==> src/sv/rbd_pkg.sv <==
// Shared types, widths and codes for the ring buffer deque.
// No dependencies.
`timescale 1ns / 1ps

package rbd_pkg;

    localparam int KIND_W   = 3;
    localparam int VALUE_W  = 32;
    localparam int INDEX_W  = 4;
    localparam int STATUS_W = 2;
    localparam int COUNT_W  = 5;

    localparam int DEF_DEPTH      = 16;
    localparam int DEF_ELEM_WIDTH = 32;

    localparam logic [KIND_W-1:0] KIND_PUSH_BACK  = 3'd0;
    localparam logic [KIND_W-1:0] KIND_PUSH_FRONT = 3'd1;
    localparam logic [KIND_W-1:0] KIND_POP_BACK   = 3'd2;
    localparam logic [KIND_W-1:0] KIND_POP_FRONT  = 3'd3;
    localparam logic [KIND_W-1:0] KIND_READ       = 3'd4;

    localparam logic [STATUS_W-1:0] ST_OK    = 2'd0;
    localparam logic [STATUS_W-1:0] ST_FULL  = 2'd1;
    localparam logic [STATUS_W-1:0] ST_EMPTY = 2'd2;
    localparam logic [STATUS_W-1:0] ST_RANGE = 2'd3;

    typedef struct packed {
        logic [STATUS_W-1:0] status;
        logic                rd_ok;
        logic [COUNT_W-1:0]  count;
    } t_ctl;

endpackage

==> src/sv/rbd_in_if.sv <==
// Command channel of the ring buffer deque: valid/ready with one item payload.
// Depends on rbd_pkg.
`timescale 1ns / 1ps

interface rbd_in_if import rbd_pkg::*; ();
    logic               valid;
    logic               ready;
    logic [KIND_W-1:0]  kind;
    logic [VALUE_W-1:0] value;
    logic [INDEX_W-1:0] index;

    modport source (output valid, kind, value, index, input ready);
    modport sink   (input valid, kind, value, index, output ready);
endinterface

==> src/sv/rbd_out_if.sv <==
// Result channel of the ring buffer deque: valid/ready with one item payload.
// Depends on rbd_pkg.
`timescale 1ns / 1ps

interface rbd_out_if import rbd_pkg::*; ();
    logic                valid;
    logic                ready;
    logic [STATUS_W-1:0] status;
    logic [VALUE_W-1:0]  data;
    logic [COUNT_W-1:0]  count;

    modport source (output valid, status, data, count, input ready);
    modport sink   (input valid, status, data, count, output ready);
endinterface

==> src/sv/ring_buffer_deque.sv <==
// Top level of the ring buffer deque: control, element store, output register.
// Depends on rbd_pkg, rbd_in_if, rbd_out_if, rbd_ctrl and rbd_mem.
//
// Usage:
//   i_cmd carries one operation per item: kind (push back, push front,
//   pop back, pop front, read at index), value for pushes, index for reads.
//   o_rsp returns exactly one item per command: status, count after the
//   operation and, for a successful read, the element data (zero otherwise).
//   Throughput is one item per cycle while o_rsp does not stall. A result
//   passes through the registered read of the element store and then the
//   output register. Each item makes at most one store access, and a write
//   lands before the next item's read, so no forwarding path is needed.
//   Reset clears head, tail and count; store contents stay undefined until
//   pushed, and no clearing pass runs. When o_rsp stalls, the output register
//   holds, the pipeline stage behind it fills, and i_cmd.ready then drops
//   until the result is taken.
`timescale 1ns / 1ps

module ring_buffer_deque import rbd_pkg::*; #(
    parameter int DEPTH      = DEF_DEPTH,
    parameter int ELEM_WIDTH = DEF_ELEM_WIDTH
) (
    input  logic       i_clk,
    input  logic       i_rst_n,
    rbd_in_if.sink     i_cmd,
    rbd_out_if.source  o_rsp
);

    localparam int PW = $clog2(DEPTH);
    localparam int SW = (ELEM_WIDTH < VALUE_W) ? ELEM_WIDTH : VALUE_W;

    t_ctl                ctl;
    logic                fire;
    logic                in_ready;
    logic                p1_move;
    logic                wr_en, rd_en;
    logic [PW-1:0]       addr;
    logic [SW-1:0]       rdata;

    logic                r_p1_valid, n_p1_valid;
    t_ctl                r_p1_ctl;
    logic                r_out_valid, n_out_valid;
    logic [STATUS_W-1:0] r_out_status;
    logic [VALUE_W-1:0]  r_out_data;
    logic [COUNT_W-1:0]  r_out_count;

    assign p1_move  = r_p1_valid && (!r_out_valid || o_rsp.ready);
    assign in_ready = !r_p1_valid || p1_move;
    assign fire     = i_cmd.valid && in_ready;

    rbd_ctrl #(.DEPTH(DEPTH)) u_ctrl (
        .i_clk   (i_clk),
        .i_rst_n (i_rst_n),
        .i_fire  (fire),
        .i_kind  (i_cmd.kind),
        .i_index (i_cmd.index),
        .o_ctl   (ctl),
        .o_wr_en (wr_en),
        .o_rd_en (rd_en),
        .o_addr  (addr)
    );

    rbd_mem #(.DEPTH(DEPTH), .WIDTH(SW)) u_mem (
        .i_clk   (i_clk),
        .i_wr_en (wr_en),
        .i_rd_en (rd_en),
        .i_addr  (addr),
        .i_wdata (i_cmd.value[SW-1:0]),
        .o_rdata (rdata)
    );

    always_comb begin
        n_p1_valid = r_p1_valid;
        if (fire) begin
            n_p1_valid = 1'b1;
        end else if (p1_move) begin
            n_p1_valid = 1'b0;
        end
        n_out_valid = r_out_valid;
        if (p1_move) begin
            n_out_valid = 1'b1;
        end else if (o_rsp.ready) begin
            n_out_valid = 1'b0;
        end
    end

    always_ff @(posedge i_clk) begin
        if (!i_rst_n) begin
            r_p1_valid  <= 1'b0;
            r_out_valid <= 1'b0;
        end else begin
            r_p1_valid  <= n_p1_valid;
            r_out_valid <= n_out_valid;
        end
    end

    always_ff @(posedge i_clk) begin
        if (fire) begin
            r_p1_ctl <= ctl;
        end
        if (p1_move) begin
            r_out_status <= r_p1_ctl.status;
            r_out_count  <= r_p1_ctl.count;
            r_out_data   <= r_p1_ctl.rd_ok ? VALUE_W'(rdata) : '0;
        end
    end

    assign i_cmd.ready  = in_ready;
    assign o_rsp.valid  = r_out_valid;
    assign o_rsp.status = r_out_status;
    assign o_rsp.data   = r_out_data;
    assign o_rsp.count  = r_out_count;

endmodule

==> src/sv/rbd_mem.sv <==
// Element store: single-port synchronous memory, registered read data.
// No package dependencies.
`timescale 1ns / 1ps

module rbd_mem #(
    parameter int DEPTH = 16,
    parameter int WIDTH = 32
) (
    input  logic                     i_clk,
    input  logic                     i_wr_en,
    input  logic                     i_rd_en,
    input  logic [$clog2(DEPTH)-1:0] i_addr,
    input  logic [WIDTH-1:0]         i_wdata,
    output logic [WIDTH-1:0]         o_rdata
);

    logic [WIDTH-1:0] r_mem [DEPTH];
    logic [WIDTH-1:0] r_rdata;

    always_ff @(posedge i_clk) begin
        if (i_wr_en) begin
            r_mem[i_addr] <= i_wdata;
        end
        if (i_rd_en) begin
            r_rdata <= r_mem[i_addr];
        end
    end

    assign o_rdata = r_rdata;

endmodule

==> src/sv/rbd_ctrl.sv <==
// Head, tail and count registers; decodes each item into a store access
// and its status. Depends on rbd_pkg.
`timescale 1ns / 1ps

module rbd_ctrl import rbd_pkg::*; #(
    parameter int DEPTH = DEF_DEPTH
) (
    input  logic                     i_clk,
    input  logic                     i_rst_n,
    input  logic                     i_fire,
    input  logic [KIND_W-1:0]        i_kind,
    input  logic [INDEX_W-1:0]       i_index,
    output t_ctl                     o_ctl,
    output logic                     o_wr_en,
    output logic                     o_rd_en,
    output logic [$clog2(DEPTH)-1:0] o_addr
);

    localparam int PW   = $clog2(DEPTH);
    localparam int CW   = $clog2(DEPTH + 1);
    localparam int SUMW = ((PW > INDEX_W) ? PW : INDEX_W) + 1;
    localparam int CMPW = (CW > INDEX_W) ? CW : INDEX_W;

    localparam logic [PW-1:0]   LAST_SLOT = PW'(DEPTH - 1);
    localparam logic [CW-1:0]   FULL_CNT  = CW'(DEPTH);
    localparam logic [SUMW-1:0] WRAP      = SUMW'(DEPTH);

    logic [PW-1:0]   r_head, n_head;
    logic [PW-1:0]   r_tail, n_tail;
    logic [CW-1:0]   r_count, n_count;
    logic [PW-1:0]   head_next, head_prev, tail_next, tail_prev;
    logic [SUMW-1:0] sum;
    logic [SUMW-1:0] pos;
    logic            full, empty, idx_ok;
    logic [STATUS_W-1:0] status;
    logic            rd_ok;

    assign head_next = (r_head == LAST_SLOT) ? '0 : r_head + 1'b1;
    assign head_prev = (r_head == '0) ? LAST_SLOT : r_head - 1'b1;
    assign tail_next = (r_tail == LAST_SLOT) ? '0 : r_tail + 1'b1;
    assign tail_prev = (r_tail == '0) ? LAST_SLOT : r_tail - 1'b1;

    assign full   = (r_count == FULL_CNT);
    assign empty  = (r_count == '0);
    assign idx_ok = CMPW'(i_index) < CMPW'(r_count);
    assign sum    = SUMW'(r_head) + SUMW'(i_index);
    assign pos    = (sum >= WRAP) ? sum - WRAP : sum;

    always_comb begin
        n_head  = r_head;
        n_tail  = r_tail;
        n_count = r_count;
        status  = ST_OK;
        rd_ok   = 1'b0;
        o_wr_en = 1'b0;
        o_rd_en = 1'b0;
        o_addr  = r_tail;
        unique case (i_kind)
            KIND_PUSH_BACK: begin
                if (full) begin
                    status = ST_FULL;
                end else begin
                    o_wr_en = i_fire;
                    o_addr  = r_tail;
                    n_tail  = tail_next;
                    n_count = r_count + 1'b1;
                end
            end
            KIND_PUSH_FRONT: begin
                if (full) begin
                    status = ST_FULL;
                end else begin
                    o_wr_en = i_fire;
                    o_addr  = head_prev;
                    n_head  = head_prev;
                    n_count = r_count + 1'b1;
                end
            end
            KIND_POP_BACK: begin
                if (empty) begin
                    status = ST_EMPTY;
                end else begin
                    n_tail  = tail_prev;
                    n_count = r_count - 1'b1;
                end
            end
            KIND_POP_FRONT: begin
                if (empty) begin
                    status = ST_EMPTY;
                end else begin
                    n_head  = head_next;
                    n_count = r_count - 1'b1;
                end
            end
            KIND_READ: begin
                if (!idx_ok) begin
                    status = ST_RANGE;
                end else begin
                    rd_ok   = 1'b1;
                    o_rd_en = i_fire;
                    o_addr  = pos[PW-1:0];
                end
            end
            default: begin
            end
        endcase
    end

    always_ff @(posedge i_clk) begin
        if (!i_rst_n) begin
            r_head  <= '0;
            r_tail  <= '0;
            r_count <= '0;
        end else if (i_fire) begin
            r_head  <= n_head;
            r_tail  <= n_tail;
            r_count <= n_count;
        end
    end

    assign o_ctl.status = status;
    assign o_ctl.rd_ok  = rd_ok;
    assign o_ctl.count  = COUNT_W'(n_count);

endmodule

==> src/flat_wrapper.sv <==
// flat-port wrapper written by rule: the top's interface ports become plain ports
module ring_buffer_deque_flat import rbd_pkg::*;
#(
    parameter int DEPTH      = DEF_DEPTH,
    parameter int ELEM_WIDTH = DEF_ELEM_WIDTH
)
  (i_clk, i_rst_n, i_cmd_valid, i_cmd_kind, i_cmd_value, i_cmd_index, i_cmd_ready, o_rsp_valid, o_rsp_status, o_rsp_data, o_rsp_count, o_rsp_ready);
  rbd_in_if i_cmd_i ();
  rbd_out_if o_rsp_i ();
  input  logic i_clk;
  input  logic i_rst_n;
  input wire logic [$bits(i_cmd_i.valid)-1:0] i_cmd_valid;
  input wire logic [$bits(i_cmd_i.kind)-1:0] i_cmd_kind;
  input wire logic [$bits(i_cmd_i.value)-1:0] i_cmd_value;
  input wire logic [$bits(i_cmd_i.index)-1:0] i_cmd_index;
  output wire logic [$bits(i_cmd_i.ready)-1:0] i_cmd_ready;
  output wire logic [$bits(o_rsp_i.valid)-1:0] o_rsp_valid;
  output wire logic [$bits(o_rsp_i.status)-1:0] o_rsp_status;
  output wire logic [$bits(o_rsp_i.data)-1:0] o_rsp_data;
  output wire logic [$bits(o_rsp_i.count)-1:0] o_rsp_count;
  input wire logic [$bits(o_rsp_i.ready)-1:0] o_rsp_ready;
  assign i_cmd_i.valid = i_cmd_valid;
  assign i_cmd_i.kind = i_cmd_kind;
  assign i_cmd_i.value = i_cmd_value;
  assign i_cmd_i.index = i_cmd_index;
  assign i_cmd_ready = i_cmd_i.ready;
  assign o_rsp_valid = o_rsp_i.valid;
  assign o_rsp_status = o_rsp_i.status;
  assign o_rsp_data = o_rsp_i.data;
  assign o_rsp_count = o_rsp_i.count;
  assign o_rsp_i.ready = o_rsp_ready;
  ring_buffer_deque #(.DEPTH(DEPTH), .ELEM_WIDTH(ELEM_WIDTH)) u_core (.i_clk(i_clk), .i_rst_n(i_rst_n), .i_cmd(i_cmd_i), .o_rsp(o_rsp_i));
endmodule
==> config.mk <==
export PLATFORM = sky130hd
export DESIGN_NAME = ring_buffer_deque_flat
export DESIGN_NICKNAME = d
export VERILOG_FILES = /design/src/sv/rbd_pkg.sv /design/src/sv/rbd_in_if.sv /design/src/sv/rbd_out_if.sv /design/src/sv/ring_buffer_deque.sv /design/src/sv/rbd_mem.sv /design/src/sv/rbd_ctrl.sv /design/src/flat_wrapper.sv
export SDC_FILE = /design/constraint.sdc
export NUM_CORES = 1
export LEC_CHECK = 0
export BUFFER_PORTS_ARGS = -buffer_cell sky130_fd_sc_hd__buf_2
export CAP_MARGIN = 0
export CORE_MARGIN = 5
export CORE_UTILIZATION = 40
export DETAILED_ROUTE_END_ITERATION = 7
export GPL_TIMING_DRIVEN = 0
export PLACE_DENSITY = 0.63
export REMOVE_ABC_BUFFERS = 1
export SLEW_MARGIN = 20
export SYNTH_ARGS = -nofsm -noshare
export SYNTH_HDL_FRONTEND = slang
export SYNTH_HIERARCHICAL = 1
export SYNTH_SLANG_ARGS = --single-unit
==> constraint.sdc <==
create_clock -name i_clk -period 11.32 [get_ports i_clk]
set_input_delay 2.264 -clock i_clk [delete_from_list [all_inputs] [get_ports i_clk]]
set_output_delay 2.264 -clock i_clk [all_outputs]
set_load 0.02 [all_outputs]
==> metrics.md <==
| Metric | Value |
|---|---|
| Die area | `between 60000 and 70000 sq um` |
| Die Y-Extent | `~250 um` |
| CTS resizes | `0` |
| Multi-input gate area | `around 5200 sq um` |
| Period utilization | `around 48%` |
| Hold Crit Start | `u_core/r_p1_ctl[4]$_DFFE_PP_` |
| Min Tclk post-route | `between 5 and 6 ns` |
| Fillcell total | `about 4700` |
| Longest Clk Path Bufs | `3` |
| Die width | `roughly 250 um` |
| Worst skew pair latency | `around 0.6 ns` |
| Via total after detailed routing | `roughly 11000` |
| Critical Path AT | `around 5.7 ns` |
| Setup crit end kind | `flip-flop` |
| Max-slew violation count | `0` |
| Cell total after placement | `~2000` |
| H-tree Lvls | `2` |
| Initial antenna violation count | `6` |
| Max_cap viols | `0` |
| Setup TNS | `0 ns` |
| Global route total overflow | `0` |
| Util after Layout | `approximately half` |
| FF/Latch Area | `~18000 sq um` |
| FP Rows | `between 80 and 90` |
| First-pass GRT wire length | `approximately 76 mm` |
| Slowest cell on the critical path | `nor2_4` |
| Switching power | `around 1 mW` |
| Synth top cells by count | `edfxtp_1 (591), mux4_2 (128), a22oi_1 (64)` |
| Most frequent CP cell | `buf_16` |
| CTS Root Cell | `clkbuf_16` |
| Cell accounting for the most synthesized area | `edfxtp_1` |
| Sequential Power Share | `51.7%` |
| Post-route antenna net violation count | `0` |
| WP data required | `between 10 and 15 ns` |
| Run status | `complete, no violations` |
| DR vias/cell | `about 5.5` |
| Routability cong. | `0.7596` |
| Setup violations, final | `0` |
| Hold_ws | `~0.42 ns` |
| Peak VDD IR | `approximately 0.12 mV` |
| Yosys cell types | `70` |
| DP HPWL | `around 32 mm` |
| Synth top area share | `approximately three quarters` |
| Total track usage | `roughly 16%` |
| Layout cells sized above 1 | `32.95%` |
| Sw frac | `20.28%` |
| DRC viols | `0` |
| Clock share of power | `between 40% and 50%` |
| Hold path cells | `0` |
| Core ar. | `between 50000 and 60000 sq um` |
| NumNets Final | `approximately 1300` |
| CP Class | `input port to flip-flop` |
| Post-synth EDFFs | `591` |
| Largest cells by area after synthesis | `edfxtp_1 (76%), mux4_2 (12%), a22oi_1 (2.0%), dfxtp_1 (1.3%), and2_2 (1.1%)` |
| Hold buffer count at cts | `0` |
| Register area share after synthesis | `between 70% and 80%` |
| Count leader, synth | `edfxtp_1` |
| Cell Int Power | `3.853 mW` |
| Peak fanout along the critical path | `46` |
| Clk slew on worst S/H paths | `approximately 0.060 ns` |
| Worst hold path class | `flip-flop to flip-flop` |
| Reg-to-reg critical path startpoint | `u_core/u_ctrl/r_count[0]$_SDFFE_PN0P_` |
| Postcts setup bufs | `0` |
| Area Growth Syn to Fin | `18.79%` |
| Levels on crit path | `12` |
| Primary FF master, synth | `edfxtp_1` |
| Dpl cell area | `25900 sq um` |
| Non-filler cells, final | `2074` |
| Power, Total | `between 4 and 5 mW` |
| Setup Skew | `~0.020 ns` |
| Vias in the first global route | `~12000` |
| Mapped Cells | `roughly 1100` |
| Synth Cell Area | `between 20000 and 25000 sq um` |
| Clock sink count | `between 600 and 700` |
| Post-route cell area | `approximately 28000 sq um` |
| Worst Reg-to-Reg Cells | `12` |
| Max stage delay on crit path | `roughly 0.52 ns` |
| Startpoint types | `input port` |
| IO buf count | `between 80 and 90` |
| DRT Wirelength | `between 50 and 60 mm` |
| FF+latch count, synth | `606` |
| CTS tree | `done` |
| Crit-path cells | `buf_2 > ha_1 > a211o_1 > a31oi_4 > a21oi_2 > a221o_4 > buf_16 > buf_12 > nand2b_1 > nor2_4 > buf_16 > buf_16` |
| Syn Area/Cell | `between 20 and 25 sq um` |
| Drt first-iter violations | `a little over 1000` |
| Setup WS pre-CTS | `between 5 and 6 ns` |
| Slew HR | `approximately 47%` |
| Io pins | `84` |
| Drt first pass iters | `4` |
| Async SR Flop Fraction | `0%` |
| Fin. Hold Viols | `0` |
| TritonCTS buffer count | `just under 60` |
| Unrepaired setup endpoints after global routing | `no` |
| CP Buf/Inv Count | `5` |
| Final WS setup | `5.906 ns` |
| YS warnings | `6` |
| Starting Density | `roughly two fifths` |
| Cell area power density | `about 170 nW/um^2` |
| Pin count of the biggest net entering global routing | `48` |
| Achievable Freq | `approximately 180 MHz` |
| CP delay by family, top | `compound AO/OA/AOI/OAI gates` |
| Leak | `8.969 nW` |
| Worst Setup SP | `i_cmd_index[1]` |
| Avg WL per Cell | `24.51 um` |
| Worst Max-Slew Pin Slew | `roughly 0.80 ns` |
| Comb pwr share | `around 6.6%` |
## logic make-up after synthesis
kind of cell / share of synthesized area, %
buffers and inverters: 1.640
xor gates and xnor gates: 0.3302
adders and majority gates: 0.7776
AOI/OAI and AO/OA: 4.090
muxes: 12.44
and+or+nand+nor: 3.904
DFF: 76.82
## power groups by stage
stage	clock, mW	combinational, mW	sequential, mW
final	2.02	0.317	2.50
after CTS	2.07	0.323	2.50
after global routing	2.16	0.344	2.50
after global placement	0	0.303	2.55
after floorplan	0	0.191	2.55
after detailed placement	0	0.321	2.55
## worst register-to-register path, stage by stage, from the launching register on
cell and delay [ns]:
dfxtp_1 0.47, inv_1 0.12, ha_1 0.28, nor3b_4 0.19, a21boi_2 0.35, nand2_1 0.19, nor2_1 0.15, a221o_4 0.25
buf_16 0.31, buf_12 0.29, nand2b_1 0.31, nor2_4 0.72, buf_12 0.29
## state kept, by name (all words and copies together), names as in the netlist
name	count
u_core/u_ctrl/r_head	4
u_core/u_mem/o_rdata	32
u_core/u_ctrl/r_count	5
u_core/r_p1_ctl	8
u_core/o_rsp.status	2
u_core/o_rsp.valid	1
u_core/o_rsp.data	32
u_core/u_ctrl/r_tail	4
u_core/u_mem/r_mem	512
u_core/o_rsp.count	5
u_core/r_p1_valid	1
## worst paths after layout
| path | to | slack (ns) |
|---|---|---|
| max | u_core/u_mem/r_mem[9][18]$_DFFE_PP_ | 5.91 |
| min | u_core/o_rsp.count[4]$_DFFE_PP_ | 0.42 |
| max reg2reg | u_core/u_mem/r_mem[2][12]$_DFFE_PP_ | 7.10 |
| min reg2reg | u_core/o_rsp.count[4]$_DFFE_PP_ | 0.42 |
## layout make-up
type | count | share of cell area [%]
clock buffer | 67 | 5.550
sequential | 606 | 64.67
tap | 765 | 3.430
timing repair buffer | 143 | 5.770
clock inverter | 38 | 1.627
inverter | 16 | 0.2152
antenna | 1 | 0.008967
multi-input combinational | 438 | 18.73
## cells in the final DEF (no fill, tap or decap), types with 5 or more instances in the layout
master,Yosys,routed
o21ai_0,7,7
buf_6,9,5
xnor2_1,5,5
nand2_1,41,41
clkinv_2,0,7
buf_16,0,33
clkinv_1,0,17
a22oi_1,64,64
nand3_1,8,8
nor3_1,9,5
edfxtp_1,591,591
nor3_2,1,5
ha_1,13,13
bufinv_16,0,11
buf_2,13,83
a21oi_1,18,17
and2_2,33,33
clkbuf_1,33,6
dfxtp_1,15,15
buf_4,2,16
mux4_2,128,128
inv_1,16,16
nand2b_1,5,5
nor2_4,0,13
nor2_1,30,17
clkbuf_16,0,61
## layer usage
layer  vias to the layer above  global-route usage [%]  wire (um)
li1                       4927                       -          -
met1                      5972                   22.99      22010
met2                       360                   25.26      24600
met3                        74                   3.159       3312
met4                        10                   3.288        871
met5                         -                       0         51
Note: power is estimated with default switching activity, not from simulation.
